===== config.mk =====
export PLATFORM = sky130hd
export DESIGN_NAME = i2c_master_transfer_sequencer_unit
export DESIGN_NICKNAME = d
export VERILOG_FILES = /design/src/sv/i2cms_pkg.sv /design/src/sv/i2cms_front.sv /design/src/sv/i2cms_back.sv /design/src/sv/i2c_master_transfer_sequencer_unit.sv
export SDC_FILE = /design/constraint.sdc
export NUM_CORES = 1
export LEC_CHECK = 0
export ABC_AREA = 1
export BUFFER_PORTS_ARGS = -buffer_cell sky130_fd_sc_hd__buf_2
export CAP_MARGIN = 30
export CORE_ASPECT_RATIO = 1.25
export CORE_MARGIN = 2
export CORE_UTILIZATION = 35
export CTS_CLUSTER_SIZE = 8
export DETAILED_ROUTE_END_ITERATION = 10
export MAX_ROUTING_LAYER = met4
export PLACE_DENSITY_LB_ADDON = 0.1
export SETUP_SLACK_MARGIN = 0.3
export SYNTH_ARGS = -nofsm -noshare
export SYNTH_HDL_FRONTEND = slang
export SYNTH_HIERARCHICAL = 1
export SYNTH_SLANG_ARGS = --single-unit

===== constraint.sdc =====
create_clock -name clock -period 24.8 [get_ports clock]
set_input_delay 4.96 -clock clock [delete_from_list [all_inputs] [get_ports clock]]
set_output_delay 4.96 -clock clock [all_outputs]
set_load 0.005 [all_outputs]

===== src/sv/i2cms_pkg.sv =====
`timescale 1ns / 1ps
package i2cms_pkg;
   localparam int MaxBytesDefault    = 256;
   localparam int MaxMessagesDefault = 255;

   localparam logic [1:0] CMD_HEADER = 2'd0;
   localparam logic [1:0] CMD_WRITE  = 2'd1;
   localparam logic [1:0] CMD_REPLY  = 2'd2;

   localparam logic [3:0] ACT_START   = 4'd0;
   localparam logic [3:0] ACT_RESTART = 4'd1;
   localparam logic [3:0] ACT_SEND    = 4'd2;
   localparam logic [3:0] ACT_ACK     = 4'd3;
   localparam logic [3:0] ACT_NACK    = 4'd4;
   localparam logic [3:0] ACT_NOACK   = 4'd5;
   localparam logic [3:0] ACT_READ    = 4'd6;
   localparam logic [3:0] ACT_STOP    = 4'd7;
   localparam logic [3:0] ACT_DONE    = 4'd8;

   localparam logic [1:0] ST_OK        = 2'd0;
   localparam logic [1:0] ST_ADDR_NACK = 2'd1;
   localparam logic [1:0] ST_IO_ERROR  = 2'd2;
   localparam logic [1:0] ST_WR_NACK   = 2'd3;

   typedef enum logic [2:0] {
      PH_IDLE, PH_ADDR, PH_WDATA, PH_WREPLY, PH_RREPLY
   } phase_type;

   typedef struct packed {
      logic [3:0] action;
      logic [7:0] data;
      logic [1:0] status;
      logic [7:0] count;
   } result_type;

   // up to three results per accepted word
   typedef struct packed {
      logic [1:0] num;
      result_type r0;
      result_type r1;
      result_type r2;
   } bundle_type;
endpackage


===== src/sv/i2cms_front.sv =====
`timescale 1ns / 1ps
module i2cms_front #(
   parameter int MAX_BYTES    = i2cms_pkg::MaxBytesDefault,
   parameter int MAX_MESSAGES = i2cms_pkg::MaxMessagesDefault
) (
   input  logic                   clock,
   input  logic                   reset,
   input  logic                   in_valid,
   input  logic                   in_ready,
   input  logic [1:0]             command,
   input  logic [6:0]             slave_address,
   input  logic                   is_read,
   input  logic                   skip_start,
   input  logic                   keep_on_nack,
   input  logic                   skip_read_ack,
   input  logic                   skip_stop,
   input  logic [8:0]             byte_count,
   input  logic                   final_message,
   input  logic [7:0]             data_byte,
   input  logic                   target_nack,
   input  logic                   arbitration_lost,
   output logic                   out_valid,
   output i2cms_pkg::bundle_type  out_bundle
);
   localparam int CW = (MAX_BYTES < 2) ? 1 : $clog2(MAX_BYTES + 1);
   localparam int CapI = (MAX_MESSAGES < 255) ? MAX_MESSAGES : 255;
   localparam logic [7:0] Cap = 8'(CapI);

   i2cms_pkg::phase_type phase_ff, phase_in;
   logic in_transfer_ff, in_transfer_in;
   logic [CW-1:0] left_ff, left_in;
   logic f_read_ff, f_ign_ff, f_sra_ff, f_ss_ff, f_fin_ff;
   logic f_read_in, f_ign_in, f_sra_in, f_ss_in, f_fin_in;
   logic [7:0] cnt_ff, cnt_in;

   always_comb begin
      i2cms_pkg::result_type res [3];
      logic [1:0] n;
      logic [CW-1:0] bl;
      logic [7:0] cc;
      logic fin_msg, end_xfer, start_dat, rack;
      logic [1:0] st;
      phase_in = phase_ff; in_transfer_in = in_transfer_ff; left_in = left_ff;
      f_read_in = f_read_ff; f_ign_in = f_ign_ff; f_sra_in = f_sra_ff;
      f_ss_in = f_ss_ff; f_fin_in = f_fin_ff; cnt_in = cnt_ff;
      for (int i = 0; i < 3; i++) res[i] = '0;
      n = '0; bl = left_ff; cc = cnt_ff;
      fin_msg = 1'b0; end_xfer = 1'b0; start_dat = 1'b0; rack = 1'b0;
      st = i2cms_pkg::ST_OK;
      case (command)
         i2cms_pkg::CMD_HEADER: begin
            if (phase_ff == i2cms_pkg::PH_IDLE) begin
               f_read_in = is_read; f_ign_in = keep_on_nack;
               f_sra_in = skip_read_ack; f_ss_in = skip_stop; f_fin_in = final_message;
               bl = (32'(byte_count) > MAX_BYTES) ? CW'(MAX_BYTES) : CW'(byte_count);
               in_transfer_in = 1'b1;
               if (!skip_start) begin
                  res[0].action = in_transfer_ff ? i2cms_pkg::ACT_RESTART
                                                 : i2cms_pkg::ACT_START;
                  res[1].action = i2cms_pkg::ACT_SEND;
                  res[1].data = {slave_address, is_read};
                  n = 2'd2;
                  phase_in = i2cms_pkg::PH_ADDR;
               end else begin
                  start_dat = 1'b1;
               end
            end
         end
         i2cms_pkg::CMD_WRITE: begin
            if (phase_ff == i2cms_pkg::PH_WDATA) begin
               res[0].action = i2cms_pkg::ACT_SEND;
               res[0].data = data_byte;
               n = 2'd1;
               phase_in = i2cms_pkg::PH_WREPLY;
            end
         end
         i2cms_pkg::CMD_REPLY: begin
            case (phase_ff)
               i2cms_pkg::PH_ADDR: begin
                  if (arbitration_lost) begin
                     end_xfer = 1'b1; st = i2cms_pkg::ST_IO_ERROR;
                  end else if (target_nack && !f_ign_ff) begin
                     end_xfer = 1'b1; st = i2cms_pkg::ST_ADDR_NACK;
                  end else start_dat = 1'b1;
               end
               i2cms_pkg::PH_WREPLY: begin
                  if (arbitration_lost) begin
                     end_xfer = 1'b1; st = i2cms_pkg::ST_IO_ERROR;
                  end else if (target_nack && !f_ign_ff) begin
                     end_xfer = 1'b1; st = i2cms_pkg::ST_WR_NACK;
                  end else begin
                     if (bl != '0) bl = bl - 1'b1;
                     if (bl == '0) fin_msg = 1'b1;
                     else phase_in = i2cms_pkg::PH_WDATA;
                  end
               end
               i2cms_pkg::PH_RREPLY: begin
                  res[0].action = i2cms_pkg::ACT_READ;
                  res[0].data = data_byte;
                  n = 2'd1;
                  if (bl != '0) bl = bl - 1'b1;
                  if (bl == '0) fin_msg = 1'b1;
                  else rack = 1'b1;
               end
               default: ;
            endcase
         end
         default: ;
      endcase
      if (start_dat) begin
         if (bl == '0) fin_msg = 1'b1;
         else if (f_read_in) rack = 1'b1;
         else phase_in = i2cms_pkg::PH_WDATA;
      end
      if (rack) begin
         res[n].action = f_sra_in ? i2cms_pkg::ACT_NOACK
                       : (bl > CW'(1)) ? i2cms_pkg::ACT_ACK : i2cms_pkg::ACT_NACK;
         n = n + 1'b1;
         phase_in = i2cms_pkg::PH_RREPLY;
      end
      if (fin_msg) begin
         if (cc < Cap) cc = cc + 1'b1;
         if (f_fin_in) end_xfer = 1'b1;
         else phase_in = i2cms_pkg::PH_IDLE;
      end
      left_in = bl;
      cnt_in = cc;
      if (end_xfer) begin
         if (!f_ss_in) begin
            res[n].action = i2cms_pkg::ACT_STOP;
            n = n + 1'b1;
         end
         res[n].action = i2cms_pkg::ACT_DONE;
         res[n].status = st;
         res[n].count = cc;
         n = n + 1'b1;
         phase_in = i2cms_pkg::PH_IDLE; in_transfer_in = 1'b0; left_in = '0;
         f_read_in = 1'b0; f_ign_in = 1'b0; f_sra_in = 1'b0; f_ss_in = 1'b0;
         f_fin_in = 1'b0; cnt_in = '0;
      end
      out_bundle.num = n;
      out_bundle.r0 = res[0];
      out_bundle.r1 = res[1];
      out_bundle.r2 = res[2];
   end

   assign out_valid = in_valid && in_ready && (out_bundle.num != 2'd0);

   always_ff @(posedge clock) begin
      if (reset) begin
         phase_ff <= i2cms_pkg::PH_IDLE; in_transfer_ff <= 1'b0; left_ff <= '0;
         f_read_ff <= 1'b0; f_ign_ff <= 1'b0; f_sra_ff <= 1'b0;
         f_ss_ff <= 1'b0; f_fin_ff <= 1'b0; cnt_ff <= '0;
      end else if (in_valid && in_ready) begin
         phase_ff <= phase_in; in_transfer_ff <= in_transfer_in; left_ff <= left_in;
         f_read_ff <= f_read_in; f_ign_ff <= f_ign_in; f_sra_ff <= f_sra_in;
         f_ss_ff <= f_ss_in; f_fin_ff <= f_fin_in; cnt_ff <= cnt_in;
      end
   end

   assert property (@(posedge clock) disable iff (reset)
      left_ff <= CW'(MAX_BYTES))
      else $error("byte count past limit");
   assert property (@(posedge clock) disable iff (reset)
      (phase_ff != i2cms_pkg::PH_IDLE) |-> in_transfer_ff)
      else $error("active message outside transfer");
   assert property (@(posedge clock) disable iff (reset)
      (cnt_ff > Cap) |-> 1'b0)
      else $error("message count past cap");
endmodule


===== src/sv/i2cms_back.sv =====
`timescale 1ns / 1ps
module i2cms_back (
   input  logic                  clock,
   input  logic                  reset,
   input  logic                  in_valid,
   input  i2cms_pkg::bundle_type in_bundle,
   output logic                  in_ready,
   output logic                  out_valid,
   input  logic                  out_stall,
   output logic [3:0]            action,
   output logic [7:0]            data,
   output logic [1:0]            status,
   output logic [7:0]            count,
   output logic                  last
);
   // two-entry queue of result bundles
   i2cms_pkg::bundle_type q_ff [2];
   logic wp_ff, rp_ff;
   logic [1:0] fill_ff;
   logic [1:0] idx_ff;
   i2cms_pkg::bundle_type head;
   i2cms_pkg::result_type cur;
   logic pop, push;

   assign head = q_ff[rp_ff];
   always_comb begin
      case (idx_ff)
         2'd0: cur = head.r0;
         2'd1: cur = head.r1;
         default: cur = head.r2;
      endcase
   end
   assign out_valid = fill_ff != 2'd0;
   assign action = cur.action;
   assign data = cur.data;
   assign status = cur.status;
   assign count = cur.count;
   assign last = (idx_ff + 2'd1) == head.num;
   assign pop = out_valid && !out_stall && last;
   assign push = in_valid;
   assign in_ready = fill_ff != 2'd2;

   always_ff @(posedge clock) begin
      if (push) q_ff[wp_ff] <= in_bundle;
   end

   always_ff @(posedge clock) begin
      if (reset) begin
         wp_ff <= 1'b0; rp_ff <= 1'b0; fill_ff <= '0; idx_ff <= '0;
      end else begin
         if (push) wp_ff <= ~wp_ff;
         if (pop) rp_ff <= ~rp_ff;
         fill_ff <= fill_ff + {1'b0, push} - {1'b0, pop};
         if (out_valid && !out_stall) idx_ff <= last ? 2'd0 : idx_ff + 2'd1;
      end
   end

   assert property (@(posedge clock) disable iff (reset) fill_ff != 2'd3)
      else $error("queue overflow");
   assert property (@(posedge clock) disable iff (reset)
      out_valid |-> (head.num != 2'd0 && idx_ff < head.num))
      else $error("result index out of range");
   assert property (@(posedge clock) disable iff (reset)
      (push && fill_ff == 2'd2) |-> 1'b0)
      else $error("push into full queue");
endmodule


===== src/sv/i2c_master_transfer_sequencer_unit.sv =====
`timescale 1ns / 1ps
// a taken request's result bundle is registered into the bundle queue and offered from there
// throughput: one request per cycle while each yields at most one result word;
// a request with k result words holds the output until all k are taken, and once the
// two-entry bundle queue is full the request side stalls
// synchronous active-high reset returns the sequencer to idle, outside any transfer
module i2c_master_transfer_sequencer_unit #(
   parameter int MAX_BYTES    = i2cms_pkg::MaxBytesDefault,
   parameter int MAX_MESSAGES = i2cms_pkg::MaxMessagesDefault
) (
   input  logic       clock,
   input  logic       reset,
   input  logic       req_valid,
   output logic       req_stall,
   input  logic [1:0] req_command,
   input  logic [6:0] req_slave_address,
   input  logic       req_is_read,
   input  logic       req_skip_start,
   input  logic       req_keep_on_nack,
   input  logic       req_skip_read_ack,
   input  logic       req_skip_stop,
   input  logic [8:0] req_byte_count,
   input  logic       req_final_message,
   input  logic [7:0] req_data_byte,
   input  logic       req_target_nack,
   input  logic       req_arbitration_lost,
   output logic       rsp_valid,
   input  logic       rsp_stall,
   output logic [3:0] rsp_bus_action,
   output logic [7:0] rsp_bus_byte,
   output logic [1:0] rsp_status,
   output logic [7:0] rsp_messages_done,
   output logic       rsp_last_of_run
);
   logic ready, bvalid;
   i2cms_pkg::bundle_type bundle;

   assign req_stall = !ready;

   i2cms_front #(.MAX_BYTES(MAX_BYTES), .MAX_MESSAGES(MAX_MESSAGES)) u_front (
      .clock, .reset, .in_valid(req_valid), .in_ready(ready),
      .command(req_command), .slave_address(req_slave_address),
      .is_read(req_is_read), .skip_start(req_skip_start),
      .keep_on_nack(req_keep_on_nack), .skip_read_ack(req_skip_read_ack),
      .skip_stop(req_skip_stop), .byte_count(req_byte_count),
      .final_message(req_final_message), .data_byte(req_data_byte),
      .target_nack(req_target_nack), .arbitration_lost(req_arbitration_lost),
      .out_valid(bvalid), .out_bundle(bundle)
   );

   i2cms_back u_back (
      .clock, .reset, .in_valid(bvalid), .in_bundle(bundle), .in_ready(ready),
      .out_valid(rsp_valid), .out_stall(rsp_stall), .action(rsp_bus_action),
      .data(rsp_bus_byte), .status(rsp_status), .count(rsp_messages_done),
      .last(rsp_last_of_run)
   );
endmodule


======== After elaboration in Yosys (flattened, before gate mapping) ========
Memories as Yosys holds them, arrays and structs flattened. A register that Yosys moved wholly into a read port is not among the register bits.
Index checks and enable logic that the tools add are counted.
cells by class
  add/subtract/negate cells ............... 8
  $lt $le $gt $ge ......................... 9
  equality and inequality tests ........... 9
  mux-type cells .......................... 128
  bitwise operators ....................... 5
  reductions and logical operators ........ 24
operator list
  operator                                                        number
  bitwise mux 66 bit                                              5
  two-way mux 66 bit                                              4
  demux 22 bit (select 2 bit)                                     5
  two-way mux 9 bit                                               12
  two-way mux 22 bit                                              3
  two-way mux 1 bit                                               50
  two-way mux 3 bit                                               15
  case mux 22 bit (2 select lines)                                1
  case mux 9 bit (2 select lines)                                 2
  two-way mux 8 bit                                               4
  two-way mux 10 bit                                              3
  zero test 9 bit                                                 3
  two-way mux 12 bit                                              2
  two-way mux 2 bit                                               11
  case mux 8 bit (2 select lines)                                 1
  two-way mux 4 bit                                               3
  case mux 4 bit (3 select lines)                                 1
  two-way mux 11 bit                                              1
  greater-or-equal comparator 3 bit (second input constant)       3
  greater-than comparator 9 x 1 -> 1 bit (second input constant)  1
  greater-than comparator 9 bit (second input constant)           1
  < comparator 3 x 1 -> 1 bit (second input constant)             3
  NOT 2 -> 3 bit                                                  3
  case mux 3 bit (3 select lines)                                 1
  other kinds (25)                                                45
word-level totals
  register bits ........................... 32
  memory bits (writable) .................. 136
  logic and storage cells ................. 197
  memories kept ........................... 1
memories
  name         depth  width  rd ports  clocked after Yosys merged registers in  write ports  line              RTL
  u_back.q_ff  2      68     1         1                                        1            i2cms_back.sv:17  i2cms_pkg::bundle_type q_ff [2];

======== Longest topological paths before layout ========
  word-level depth ........................ 26
  mapped depth ............................ 30

======== Cells and area by module ========
The synthesis kept the hierarchy.
by module, submodules not included
  module                              instances  cells each  area each (µm²)  sequential area each (µm²)
  i2cms_back                          1          377         5542.8           4224.1
  i2cms_front                         1          585         3382.0           520.5
  i2c_master_transfer_sequencer_unit  1          1           3.8              0.0

======== Worst setup path before layout ========
OpenSTA, ideal clock, no wires.
  path kind ............................... input port to flip-flop
  start point ............................. input req_command[0]
  end point ............................... memory u_back/q_ff[0][0] (netlist bit), enable pin
  arrival ................................. 11.169 ns
  required time ........................... 24.304 ns
  path slack .............................. 13.135 ns
  stages .................................. 23
  cell sequence ........................... inv_1 ha_1 inv_1 nor2_2 buf_4 inv_1 nor2_1 clkinv_1 nor2_1 inv_1 ha_1 a21oi_4 ha_1 o21ai_0 ha_1 nand3b_1 nand2_2 inv_1 nand3_1 nand2_1 inv_1 inv_1 nor2_1
RTL lines
  what                line                                      RTL
  start: declaration  i2c_master_transfer_sequencer_unit.sv:15  input logic [1:0] req_command,
  end: declaration    i2cms_back.sv:17

==> results.toml <==
[global_routing]
grt_pass1_vias = 6428
antenna_found_initial = 0
grt_max_degree = 71
grt_pass1_wl_um = 35300
track_usage = 0.176
grt_overflow_total = 0

[detailed_routing]
via_count = 6613
postRouteWirelength_um = 22200
avgRoutedWirePerCell_um = 16.2
ant_nets = 0
drtIter0Drc = 440
drt-pass1-iter-count = 4
vias_per_cell = 4.83
drc = 0

[floorplanning]
chipHeight_um = 183
dieArea_um2 = 26800
start_util = 0.355
die_w_um = 147
ioPinCount = 63
core_um2 = 25100
rows = 65

[power]
power_density_nw_per_um2 = 67.1
leakagePower_nw = 3.86
max-vdd-ir-drop_v = 0.0000480

[placement]
place.gp.congestion = 0.906
dp_cells = 1337
place_hpwl_um = 15100
io_buffers = 62

[logic_synthesis]
synth_ff_type = "edfxtp_1"
synth_edf_count = 136
synthDistinctLibCells = 49
synth_area_um2 = 8930
ys_ff_latch = 169
syn_area_per_cell_um2 = 9.27
ys_warn_count = 6
ys_seq_area_frac = 0.531
synthArstFlopShare = 0
synthCells = 963

[worst_setup_path]
worstPathArrival_ns = 10.44
r2r-end = "u_back/q_ff[1][38]"
cp_slowest_cell = "buf_4"
path_class = "input pin to flip-flop"
crit_path_start = "req_command[0]"
cp-start-kind = "input pin"
worstPathRequired_ns = 24.85
worstSetupEndpointType = "flip-flop"
crit_top_cell = "inv_1"
worst-r2r-cell-count = 22
path_cells = "buf_2, inv_1, ha_1, inv_1, nor2_2, inv_1, nor2_1, clkinv_1, nor2_1, inv_1, ha_1, a21oi_4, ha_1, o21ai_0, ha_1, nand3b_1, nand2_2, inv_1, nand3_1, nand2_1, inv_1, nand2_1, inv_2, buf_4"
r2r_setup_slack_ns = 18.90
crit_path_max_incr_delay_ns = 0.69
cp_num_buf_inv = 10
crit_fanout = 69
r2r_start = "u_front/phase_ff[1]"
crit_family = "buffers and inverters"

[clock_tree]
clk_latency_ns = 0.43
cts_root_buf = "clkbuf_16"
post_cts_resized = 0
cts_tree = "done"
numClockSinks = 169
h-tree-depth = 4
numCtsBuffers = 17
post-cts-setup-buffers = 0
clk_pin_slew_ns = 0.07
postCtsHoldBufs = 0
clk_path_buf_depth = 2

[sta]
finalSetupViolCount = 0
rsz0062_at_grt = "no"
hold_viol_final = 0
max_freq_mhz = 96.2
fin_crit_sh = 0.419
worst_slew_pin_slew_ns = 0.963
max_slew_margin = 0.358
fin_skew_ns = 0.0111
setup_tns_ns = 0
final_max_slew_viol_count = 0
hold_ws_ns = 0.469
min_period_ns = 10.39

[cells_and_area]
nets = 1080
diodes = 0
drive_gt1_frac = 0.173
final_cells = 1370
synthToLayoutAreaGrowth_pct = 13.3
final_cell_mix = "172 x nand2_1, 139 x nor2_1, 136 x edfxtp_1"
fin_util = 0.403
fill_cells = 2538
layout_commonest_cell = "nand2_1"

[worst_hold_path]
min_to = "u_front/f_ss_ff"
holdPathStages = 2
hold_path.class = "flip-flop to flip-flop"
hp-start = "u_front/f_ss_ff"

[job]
drv_cap = 0

[status]
status = "complete, no violations"
cell type report:
class,count,area [um2],share of cell area
well taps,335,419,0.0414
clock buffers,17,425,0.0420
inverters,111,419,0.0414
clock inverters,15,170,0.0168
flip-flops and latches,169,4750,0.469
multi-input cells,652,3540,0.350
repair buffers,71,398,0.0393
cells in the mapped netlist (all sizes together) (11+ instances only):
cell	instances	area, um2
dfxtp	33	661
nor2	154	657
o21ai	83	430
buf	22	199
ha	20	250
nand3	59	370
nand2	196	835
edfxtp	136	4080
a21oi	45	278
o21a	22	165
nand4	11	75.1
o221ai	22	193
clkbuf	16	60.1
inv	110	415
metal layers:
layer  share of wire  GRT usage  vias up
met2            0.51      0.303      112
met5               0          -        -
li1                -          -     3365
met4           0.016     0.0551        0
met1            0.44      0.213     3113
met3           0.028     0.0285       23
state kept, by name, indices dropped and copies added, names as in the netlist, 2 cells and up, named ones only:
register	cells
u_back/fill_ff	2
u_back/idx_ff	2
u_back/q_ff	136
u_front/cnt_ff	8
u_front/left_ff	9
u_front/phase_ff	3
worst max path at each step:
stage	to	slack (ns)	depth (start not counted)
after global placement	u_back/q_ff[0][5]	14.17	24
after floorplan	u_back/q_ff[0][0]	13.14	23
after global routing	u_back/q_ff[1][1]	13.85	24
final	u_back/q_ff[1][38]	14.41	24
after CTS	u_back/q_ff[0][12]	14.35	24
after detailed placement	u_back/q_ff[0][56]	13.95	24
worst register-to-register path: stages, from the launching register on:
cell and delay [ns]:
dfxtp_1 0.38, nor2_2 0.16, nand2_2 0.10, nor2_2 0.43, inv_1 0.27, nor2_1 0.30, clkinv_1 0.43, nor2_1 0.45
inv_1 0.14, ha_1 0.34, a21oi_4 0.22, ha_1 0.25, o21ai_0 0.31, ha_1 0.30, nand3b_1 0.17, nand2_2 0.09
inv_1 0.04, nand3_1 0.07, nand2_1 0.05, inv_1 0.12, nand2_1 0.08, inv_2 0.05, buf_4 0.69
where the power goes:
group | internal, mW | switching [mW]
Clock | 0.159 | 0.113
Combinational | 0.0316 | 0.0631
Sequential | 0.310 | 0.00310
Total | 0.500 | 0.179
logic make-up (layout without fill, tap and decap cells):
| group | Yosys count | in the layout | synth area share |
|---|---|---|---|
| AOI/OAI and AO/OA | 185 | 185 | 0.133 |
| adders and majority gates | 20 | 20 | 0.0280 |
| buffers and inverters | 149 | 214 | 0.0760 |
| other | 1 | 8 | 0.000420 |
| and+or+nand+nor | 432 | 432 | 0.225 |
| xor gates and xnor gates | 6 | 6 | 0.00589 |
| muxes | 1 | 1 | 0.00112 |
| DFF | 169 | 169 | 0.531 |
stage by stage:
stage               setup WS (ns)  total power, mW  instance area, um2
floorplan                   13.14            0.384                8950
global placement            14.17            0.415                9490
detailed placement          13.95            0.415                9490
CTS                         14.35            0.687               10100
global route                13.85            0.710               10100
finish                      14.41            0.679               10100
Note: power is estimated with default switching activity, not from simulation.
